===== src/rtl/rdq_pkg.sv =====
package rdq_pkg;

  typedef enum logic [2:0] {
    ACT_PUSH_FRONT = 3'd0,
    ACT_PUSH_BACK  = 3'd1,
    ACT_POP_FRONT  = 3'd2,
    ACT_POP_BACK   = 3'd3,
    ACT_DUMP       = 3'd4
  } action_e;

  typedef enum logic [1:0] {
    KIND_RECORD     = 2'd0,
    KIND_DUMP_EMPTY = 2'd1,
    KIND_POP_EMPTY  = 2'd2,
    KIND_PUSH_FULL  = 2'd3
  } kind_e;

  typedef enum logic {
    ST_IDLE = 1'b0,
    ST_DUMP = 1'b1
  } state_e;

endpackage


===== src/rtl/record_deque_with_dump_top.sv =====
// Double-ended queue of DEPTH (id, score) records held in a ring memory with a
// registered read. A transaction is accepted when start_i is high and busy_o is
// low. Pushes and pops take effect on acceptance and the next transaction can
// follow immediately. Errors (pop on empty, push on full, dump on empty) produce
// one result on strobe_o in the cycle after acceptance. A dump reads one ring
// entry per cycle, so it holds busy_o high until every held record is read. Its
// results appear one per cycle, front to back, each from the registered memory
// read after ST_DUMP is entered, with last_o on the final one, which comes in the
// same cycle in which busy_o falls. Results cannot be stalled and must be taken
// in the cycle in which strobe_o is high.
module record_deque_with_dump_top #(
  parameter int DEPTH = 32
) (
  input  logic        clk_i,
  input  logic        rst_ni,
  input  logic        start_i,
  output logic        busy_o,
  input  logic [2:0]  action_i,
  input  logic [31:0] rec_id_i,
  input  logic [31:0] rec_score_i,
  output logic        strobe_o,
  output logic [1:0]  kind_o,
  output logic [31:0] out_id_o,
  output logic [31:0] out_score_o,
  output logic        last_o
);

  localparam int PW = $clog2(DEPTH);
  localparam int CW = $clog2(DEPTH + 1);
  localparam int SW = PW + 1;

  logic [63:0] mem [DEPTH];

  rdq_pkg::state_e state_q, state_d;
  logic [PW-1:0]   front_q, front_d;
  logic [CW-1:0]   count_q, count_d;
  logic [PW-1:0]   rd_addr_q, rd_addr_d;
  logic [PW-1:0]   off_q, off_d;
  logic            strobe_q, strobe_d;
  rdq_pkg::kind_e  kind_q, kind_d;
  logic            last_q, last_d;
  logic [63:0]     rd_q;

  logic            accept;
  logic            wr_en;
  logic [PW-1:0]   wr_addr;
  logic [PW-1:0]   front_dec;
  logic [PW-1:0]   front_inc;
  logic [SW-1:0]   back_sum;
  logic [PW-1:0]   back_slot;
  logic            full;
  logic            empty;
  logic            dump_last;

  assign accept    = start_i && !busy_o;
  assign full      = (count_q == CW'(DEPTH));
  assign empty     = (count_q == '0);
  assign front_dec = (front_q == '0) ? PW'(DEPTH - 1) : front_q - PW'(1);
  assign front_inc = (front_q == PW'(DEPTH - 1)) ? '0 : front_q + PW'(1);
  assign back_sum  = SW'(front_q) + SW'(count_q);
  assign back_slot = (back_sum >= SW'(DEPTH)) ? PW'(back_sum - SW'(DEPTH)) : PW'(back_sum);
  assign dump_last = (CW'(off_q) + CW'(1) == count_q);

  always_comb begin
    state_d = state_q;
    unique case (state_q)
      rdq_pkg::ST_IDLE: begin
        if (accept && rdq_pkg::action_e'(action_i) == rdq_pkg::ACT_DUMP && !empty) begin
          state_d = rdq_pkg::ST_DUMP;
        end
      end
      rdq_pkg::ST_DUMP: begin
        if (dump_last) begin
          state_d = rdq_pkg::ST_IDLE;
        end
      end
      default: state_d = rdq_pkg::ST_IDLE;
    endcase
  end

  always_comb begin
    busy_o = (state_q == rdq_pkg::ST_DUMP);
  end

  always_comb begin
    front_d   = front_q;
    count_d   = count_q;
    rd_addr_d = rd_addr_q;
    off_d     = off_q;
    strobe_d  = 1'b0;
    kind_d    = kind_q;
    last_d    = 1'b0;
    wr_en     = 1'b0;
    wr_addr   = back_slot;
    if (state_q == rdq_pkg::ST_DUMP) begin
      strobe_d  = 1'b1;
      kind_d    = rdq_pkg::KIND_RECORD;
      last_d    = dump_last;
      off_d     = off_q + PW'(1);
      rd_addr_d = (rd_addr_q == PW'(DEPTH - 1)) ? '0 : rd_addr_q + PW'(1);
    end else if (accept) begin
      unique case (rdq_pkg::action_e'(action_i))
        rdq_pkg::ACT_PUSH_FRONT, rdq_pkg::ACT_PUSH_BACK: begin
          if (full) begin
            strobe_d = 1'b1;
            kind_d   = rdq_pkg::KIND_PUSH_FULL;
            last_d   = 1'b1;
          end else begin
            wr_en   = 1'b1;
            count_d = count_q + CW'(1);
            if (rdq_pkg::action_e'(action_i) == rdq_pkg::ACT_PUSH_FRONT) begin
              front_d = front_dec;
              wr_addr = front_dec;
            end
          end
        end
        rdq_pkg::ACT_POP_FRONT, rdq_pkg::ACT_POP_BACK: begin
          if (empty) begin
            strobe_d = 1'b1;
            kind_d   = rdq_pkg::KIND_POP_EMPTY;
            last_d   = 1'b1;
          end else begin
            count_d = count_q - CW'(1);
            if (rdq_pkg::action_e'(action_i) == rdq_pkg::ACT_POP_FRONT) begin
              front_d = front_inc;
            end
          end
        end
        rdq_pkg::ACT_DUMP: begin
          if (empty) begin
            strobe_d = 1'b1;
            kind_d   = rdq_pkg::KIND_DUMP_EMPTY;
            last_d   = 1'b1;
          end else begin
            rd_addr_d = front_q;
            off_d     = '0;
          end
        end
        default: begin
        end
      endcase
    end
  end

  always_ff @(posedge clk_i or negedge rst_ni) begin
    if (!rst_ni) begin
      state_q   <= rdq_pkg::ST_IDLE;
      front_q   <= '0;
      count_q   <= '0;
      rd_addr_q <= '0;
      off_q     <= '0;
      strobe_q  <= 1'b0;
      kind_q    <= rdq_pkg::KIND_RECORD;
      last_q    <= 1'b0;
    end else begin
      state_q   <= state_d;
      front_q   <= front_d;
      count_q   <= count_d;
      rd_addr_q <= rd_addr_d;
      off_q     <= off_d;
      strobe_q  <= strobe_d;
      kind_q    <= kind_d;
      last_q    <= last_d;
    end
  end

  always_ff @(posedge clk_i) begin
    if (wr_en) begin
      mem[wr_addr] <= {rec_id_i, rec_score_i};
    end
  end

  always_ff @(posedge clk_i) begin
    if (state_q == rdq_pkg::ST_DUMP) begin
      rd_q <= mem[rd_addr_q];
    end
  end

  assign strobe_o    = strobe_q;
  assign kind_o      = kind_q;
  assign last_o      = last_q;
  assign out_id_o    = (kind_q == rdq_pkg::KIND_RECORD) ? rd_q[63:32] : '0;
  assign out_score_o = (kind_q == rdq_pkg::KIND_RECORD) ? rd_q[31:0] : '0;

  a_count_bound: assert property (@(posedge clk_i) disable iff (!rst_ni)
    count_q <= CW'(DEPTH))
    else $error("entry count exceeds depth");

  a_record_from_dump: assert property (@(posedge clk_i) disable iff (!rst_ni)
    strobe_o && kind_o == rdq_pkg::KIND_RECORD |-> $past(state_q == rdq_pkg::ST_DUMP))
    else $error("record result outside a dump");

  a_error_is_last: assert property (@(posedge clk_i) disable iff (!rst_ni)
    strobe_o && kind_o != rdq_pkg::KIND_RECORD |-> last_o)
    else $error("single result without last marker");

  a_dump_ends: assert property (@(posedge clk_i) disable iff (!rst_ni)
    state_q == rdq_pkg::ST_DUMP && dump_last |=> state_q == rdq_pkg::ST_IDLE && last_o)
    else $error("dump did not end with last marker");

endmodule


===== config.mk =====
export PLATFORM = sky130hd
export DESIGN_NAME = record_deque_with_dump_top
export DESIGN_NICKNAME = d
export VERILOG_FILES = /design/src/rtl/rdq_pkg.sv /design/src/rtl/record_deque_with_dump_top.sv
export SDC_FILE = /design/constraint.sdc
export NUM_CORES = 2
export LEC_CHECK = 0
export BUFFER_PORTS_ARGS = -buffer_cell sky130_fd_sc_hd__buf_4
export CAP_MARGIN = 5
export CORE_UTILIZATION = 45
export CTS_CLUSTER_SIZE = 8
export DETAILED_ROUTE_END_ITERATION = 8
export SLEW_MARGIN = 15
export SYNTH_ARGS = -nofsm -noshare
export SYNTH_HDL_FRONTEND = slang
export SYNTH_SLANG_ARGS = --single-unit

===== constraint.sdc =====
create_clock -name clk_i -period 6.1 [get_ports clk_i]
set_input_delay 0.61 -clock clk_i [delete_from_list [all_inputs] [get_ports clk_i]]
set_output_delay 0.61 -clock clk_i [all_outputs]
set_load 0.02 [all_outputs]

==> results.txt <==
Summing all non-filler instances in the final layout gives an area of 94800 um2. The congestion estimate from routability-driven global placement came to 0.752. Detailed placement ended at an HPWL of 94900 um. The leading area contributor after synthesis is sky130_fd_sc_hd__edfxtp_1.

The height of the die was 428 um. The horizontal die dimension is 428 um. The net count after synthesis was 3386. Setup repair after global routing left no endpoint under its margin. The worst hold path class was in -> reg. Max capacitance violation total: 0. Along the worst hold path, the cell count comes to 4. The run gives 7 as the number of iterations in the first detailed-routing pass. The largest net degree at the start of global routing was 96; the slew of the pin with the lowest slew margin was 1040 ps. The final layout contains routed wiring with a total length of 183000 um. For the worst setup path, the data required time is 6630 ps. Setup violations remaining at the end of the flow were counted as 0. In the finished design, the share of the clock period the worst path needs comes to 76.2%.

The area taken by multi-input logic gates came out at 17300 um2. During synthesis, Yosys emitted a total of 0 warnings. The die covers 184000 um2. The category of the most critical setup path is reg -> reg.

The number of antenna violations at the first check in global routing was 10. For this design the top-level I/O count stands at 139. The first global-routing pass estimated 269000 um of wire.

A synthesized cell averages 24.8 um2. Cells fill 52.4% of the core in the end. Among all flip-flop cells after synthesis, the most frequent one is sky130_fd_sc_hd__edfxtp_1. The worst setup timing slack at the placement stage is 1500 ps. The hold path endpoint is kind_o[1]. By area the synthesized netlist is led by sky130_fd_sc_hd__edfxtp_1 (78%), sky130_fd_sc_hd__mux4_2 (18%), sky130_fd_sc_hd__mux2_2 (0.91%).

After layout, the minimum clock period comes to 4650 ps. Leaving out fill and tap cells, the most frequent cells in the layout are sky130_fd_sc_hd__edfxtp_1 (2112), sky130_fd_sc_hd__mux4_2 (640), sky130_fd_sc_hd__clkbuf_16 (323). In this run, synthesis inferred 2112 flip-flops with an integrated enable. The synthesized design contains 2138 register bits. Across the whole layout, storage elements account for 64100 um2.

The final-report max-slew violation count came out at 0. The critical path starts at front_q[0]. The reg-to-reg endpoint was mem[9][41]. The arrival time at the worst endpoint is 5180 ps. The worst register-to-register path begins at front_q[0].

TritonCTS built the clock tree. Final worst setup slack: 1450 ps. Dividing the detail-routed via count by the number of cells gives 5.91.

After global routing the overflow that remains totals 0. The worst-case IR drop observed on VDD is 0.302 mV. After floorplanning, the core was sized to cover 181000 um2. The run gives 29.5 nW as the static leakage power. Of all nets on the critical path, the largest fanout is 45. In this run the power density over the cells is 449 nW/um2.

The flow ran to the end, and the final reports show no timing, DRC or antenna violations. The via count of the first global-routing pass came out at 38100. Count of unresolved DRC violations after routing: 0. STA classifies the critical path endpoint as a flop. The count of final hold-check violations came out at 0. The logs give 3767 for the number of nets in the layout and 30.4% for the headroom to the max-slew limit.

STA classifies the critical path startpoint as a flop. Detailed routing inserted a total of 35900 vias. At the later pin of the worst-skew pair, clock insertion delay measures 910 ps.

Number of buffers on the longest clock path: 4. For the final database, setup skew stands at 44.0 ps. In the final layout, the share of cells above drive strength 1 is 35.5%.

The detail route stage leaves a number of antenna-violating nets equal to 0. Buffers inserted during clock tree synthesis total 317. In this run the clock root is driven by a sky130_fd_sc_hd__clkbuf_16. In this run the register-to-register setup slack is 1450 ps. The library cell used most frequently in the layout, excluding fill and tap cells, is sky130_fd_sc_hd__edfxtp_1. The CTS sink count is 2138, and the post-CTS clock slew at the launch and capture registers of the worst setup and hold paths is 60 ps. Counting cells, the worst reg-to-reg path comes to 8. The startpoint of the most critical hold path is action_i[2].

For this run, the total global-route usage over all layers was measured as 20.3%. The run gives 78.3% as the share of synthesized area occupied by flip-flops and latches. The total standard cell area after synthesis was 81800 um2. After detailed routing, the average wire length per cell comes to 30.1 um. For this run, asynchronously set or reset flops after synthesis account for 1.22%.

Timing would allow up to 215 MHz. For this configuration, the core starts out at a cell density of 45.3%. Of the post-synthesis cell area, the dominant cell type holds 77.5%. For the number of distinct library cells after synthesis, the log shows 55.

The iteration-0 DRC count of the detailed router is 3173. In this run the cell area measured after placement is 86600 um2. The number of levels the H-tree was split into was 5; the cell count after synthesis was 3300.

The count of fill cells added during filler insertion was 13700. The cell row count is 156. The count of port buffers added during placement came out at 138.

The relative area change from synthesis to final layout came out at 15.8%.
==> per-layer routing <==
metal	track usage (%)	up-vias	share of wire, %
met2	33.5	1022	50
met1	27.8	19600	42
met5	0	-	0.022
met3	3.46	311	5.1
met4	6.07	6	2.4
li1	-	14900	-
==> through the flow <==
stage	cells	power, W	setup TNS [ps]	hold slack [ps]
6_report	6078	0.0426	0	76.9
5_1_grt	6074	0.0442	0	71.9
4_1_cts	6074	0.0432	0	23.7
3_5_place_dp	5731	0.0282	0	548
3_3_place_gp	5731	0.0282	0	546
2_1_floorplan	3300	0.0247	-104510	314
==> worst max path at each step <==
stage | to
floorplan | mem[0][0]
global placement | mem[9][41]
detailed placement | mem[9][41]
CTS | mem[9][38]
global route | mem[9][43]
finish | mem[9][41]
==> worst max-delay path: stages (launching register included) <==
cell,delay [ps]
sky130_fd_sc_hd__dfrtp_1,480
sky130_fd_sc_hd__inv_1,120
sky130_fd_sc_hd__ha_1,270
sky130_fd_sc_hd__or4b_2,630
sky130_fd_sc_hd__a31oi_1,250
sky130_fd_sc_hd__nor3b_1,610
sky130_fd_sc_hd__nand2_1,580
sky130_fd_sc_hd__nor2_4,850
sky130_fd_sc_hd__buf_12,410
==> where the power goes <==
group / internal [W] / leakage [nW] / switching, W
sequential: 0.0169 / 19.4 / 0.000551
combinational: 0.00523 / 6.09 / 0.00499
clock: 0.00928 / 4.03 / 0.00564
total: 0.0314 / 29.5 / 0.0112
==> synthesized netlist by cell type, types with 3 or more instances <==
| library cell | count |
|---|---|
| sky130_fd_sc_hd__buf_1 | 17 |
| sky130_fd_sc_hd__nor3_1 | 4 |
| sky130_fd_sc_hd__or2_2 | 3 |
| sky130_fd_sc_hd__nand4_1 | 3 |
| sky130_fd_sc_hd__a211oi_1 | 4 |
| sky130_fd_sc_hd__nor3b_1 | 4 |
| sky130_fd_sc_hd__and2_1 | 64 |
| sky130_fd_sc_hd__nand2b_1 | 4 |
| sky130_fd_sc_hd__buf_2 | 40 |
| sky130_fd_sc_hd__inv_1 | 6 |
| sky130_fd_sc_hd__o21ai_0 | 21 |
| sky130_fd_sc_hd__nand2_1 | 17 |
| sky130_fd_sc_hd__mux4_2 | 640 |
| sky130_fd_sc_hd__xor2_1 | 12 |
| sky130_fd_sc_hd__or3_1 | 3 |
| sky130_fd_sc_hd__a21oi_1 | 12 |
| sky130_fd_sc_hd__edfxtp_1 | 2112 |
| sky130_fd_sc_hd__mux2i_1 | 8 |
| sky130_fd_sc_hd__xnor2_1 | 12 |
| sky130_fd_sc_hd__nand3_1 | 10 |
| sky130_fd_sc_hd__nor2_1 | 38 |
| sky130_fd_sc_hd__clkbuf_1 | 107 |
| sky130_fd_sc_hd__ha_1 | 14 |
| sky130_fd_sc_hd__nor2b_1 | 7 |
| sky130_fd_sc_hd__and3_1 | 6 |
| sky130_fd_sc_hd__o211ai_1 | 3 |
| sky130_fd_sc_hd__mux2_2 | 66 |
| sky130_fd_sc_hd__dfrtp_1 | 26 |
==> state kept, by name, indices dropped and copies added (netlist names) <==
signal     cells
kind_o         2
rd_q          64
mem         2048
rd_addr_q      5
front_q        5
count_q        6
strobe_o       1
last_o         1
off_q          5
busy_o         1
==> logic make-up (layout without fill, tap and decap cells) <==
family                   after synthesis  in the layout  share of synthesized area, %
other                                  0              4                             0
buffers and inverters                172            576                         0.859
AO/OA/AOI/OAI                         62             62                         0.506
flip-flops                          2138           2138                          78.3
multiplexers                         714            714                          18.6
AND/OR/NAND/NOR                      174            174                          1.18
XOR/XNOR                              24             24                         0.257
adder cells (fa/ha/maj)               16             16                         0.263
==> repair_timing <==
action,4_1_cts,5_1_grt
buffers inserted,0,0
resized for setup,0,0
endpoints found under the setup margin,0,0
hold buffers,1,0
hold endpoints to repair,26,0
==> area by class of cell <==
cell class | instances | share of cell area [%]
flip-flops and latches | 2138 | 67.6
multi-input cells | 990 | 18.2
clock buffers | 337 | 8.58
well taps | 2370 | 3.13
repair buffers | 227 | 2.32
clock inverters | 5 | 0.0634
inverters | 7 | 0.0277
diodes | 4 | 0.0106
(Power assumes the default switching activity.)
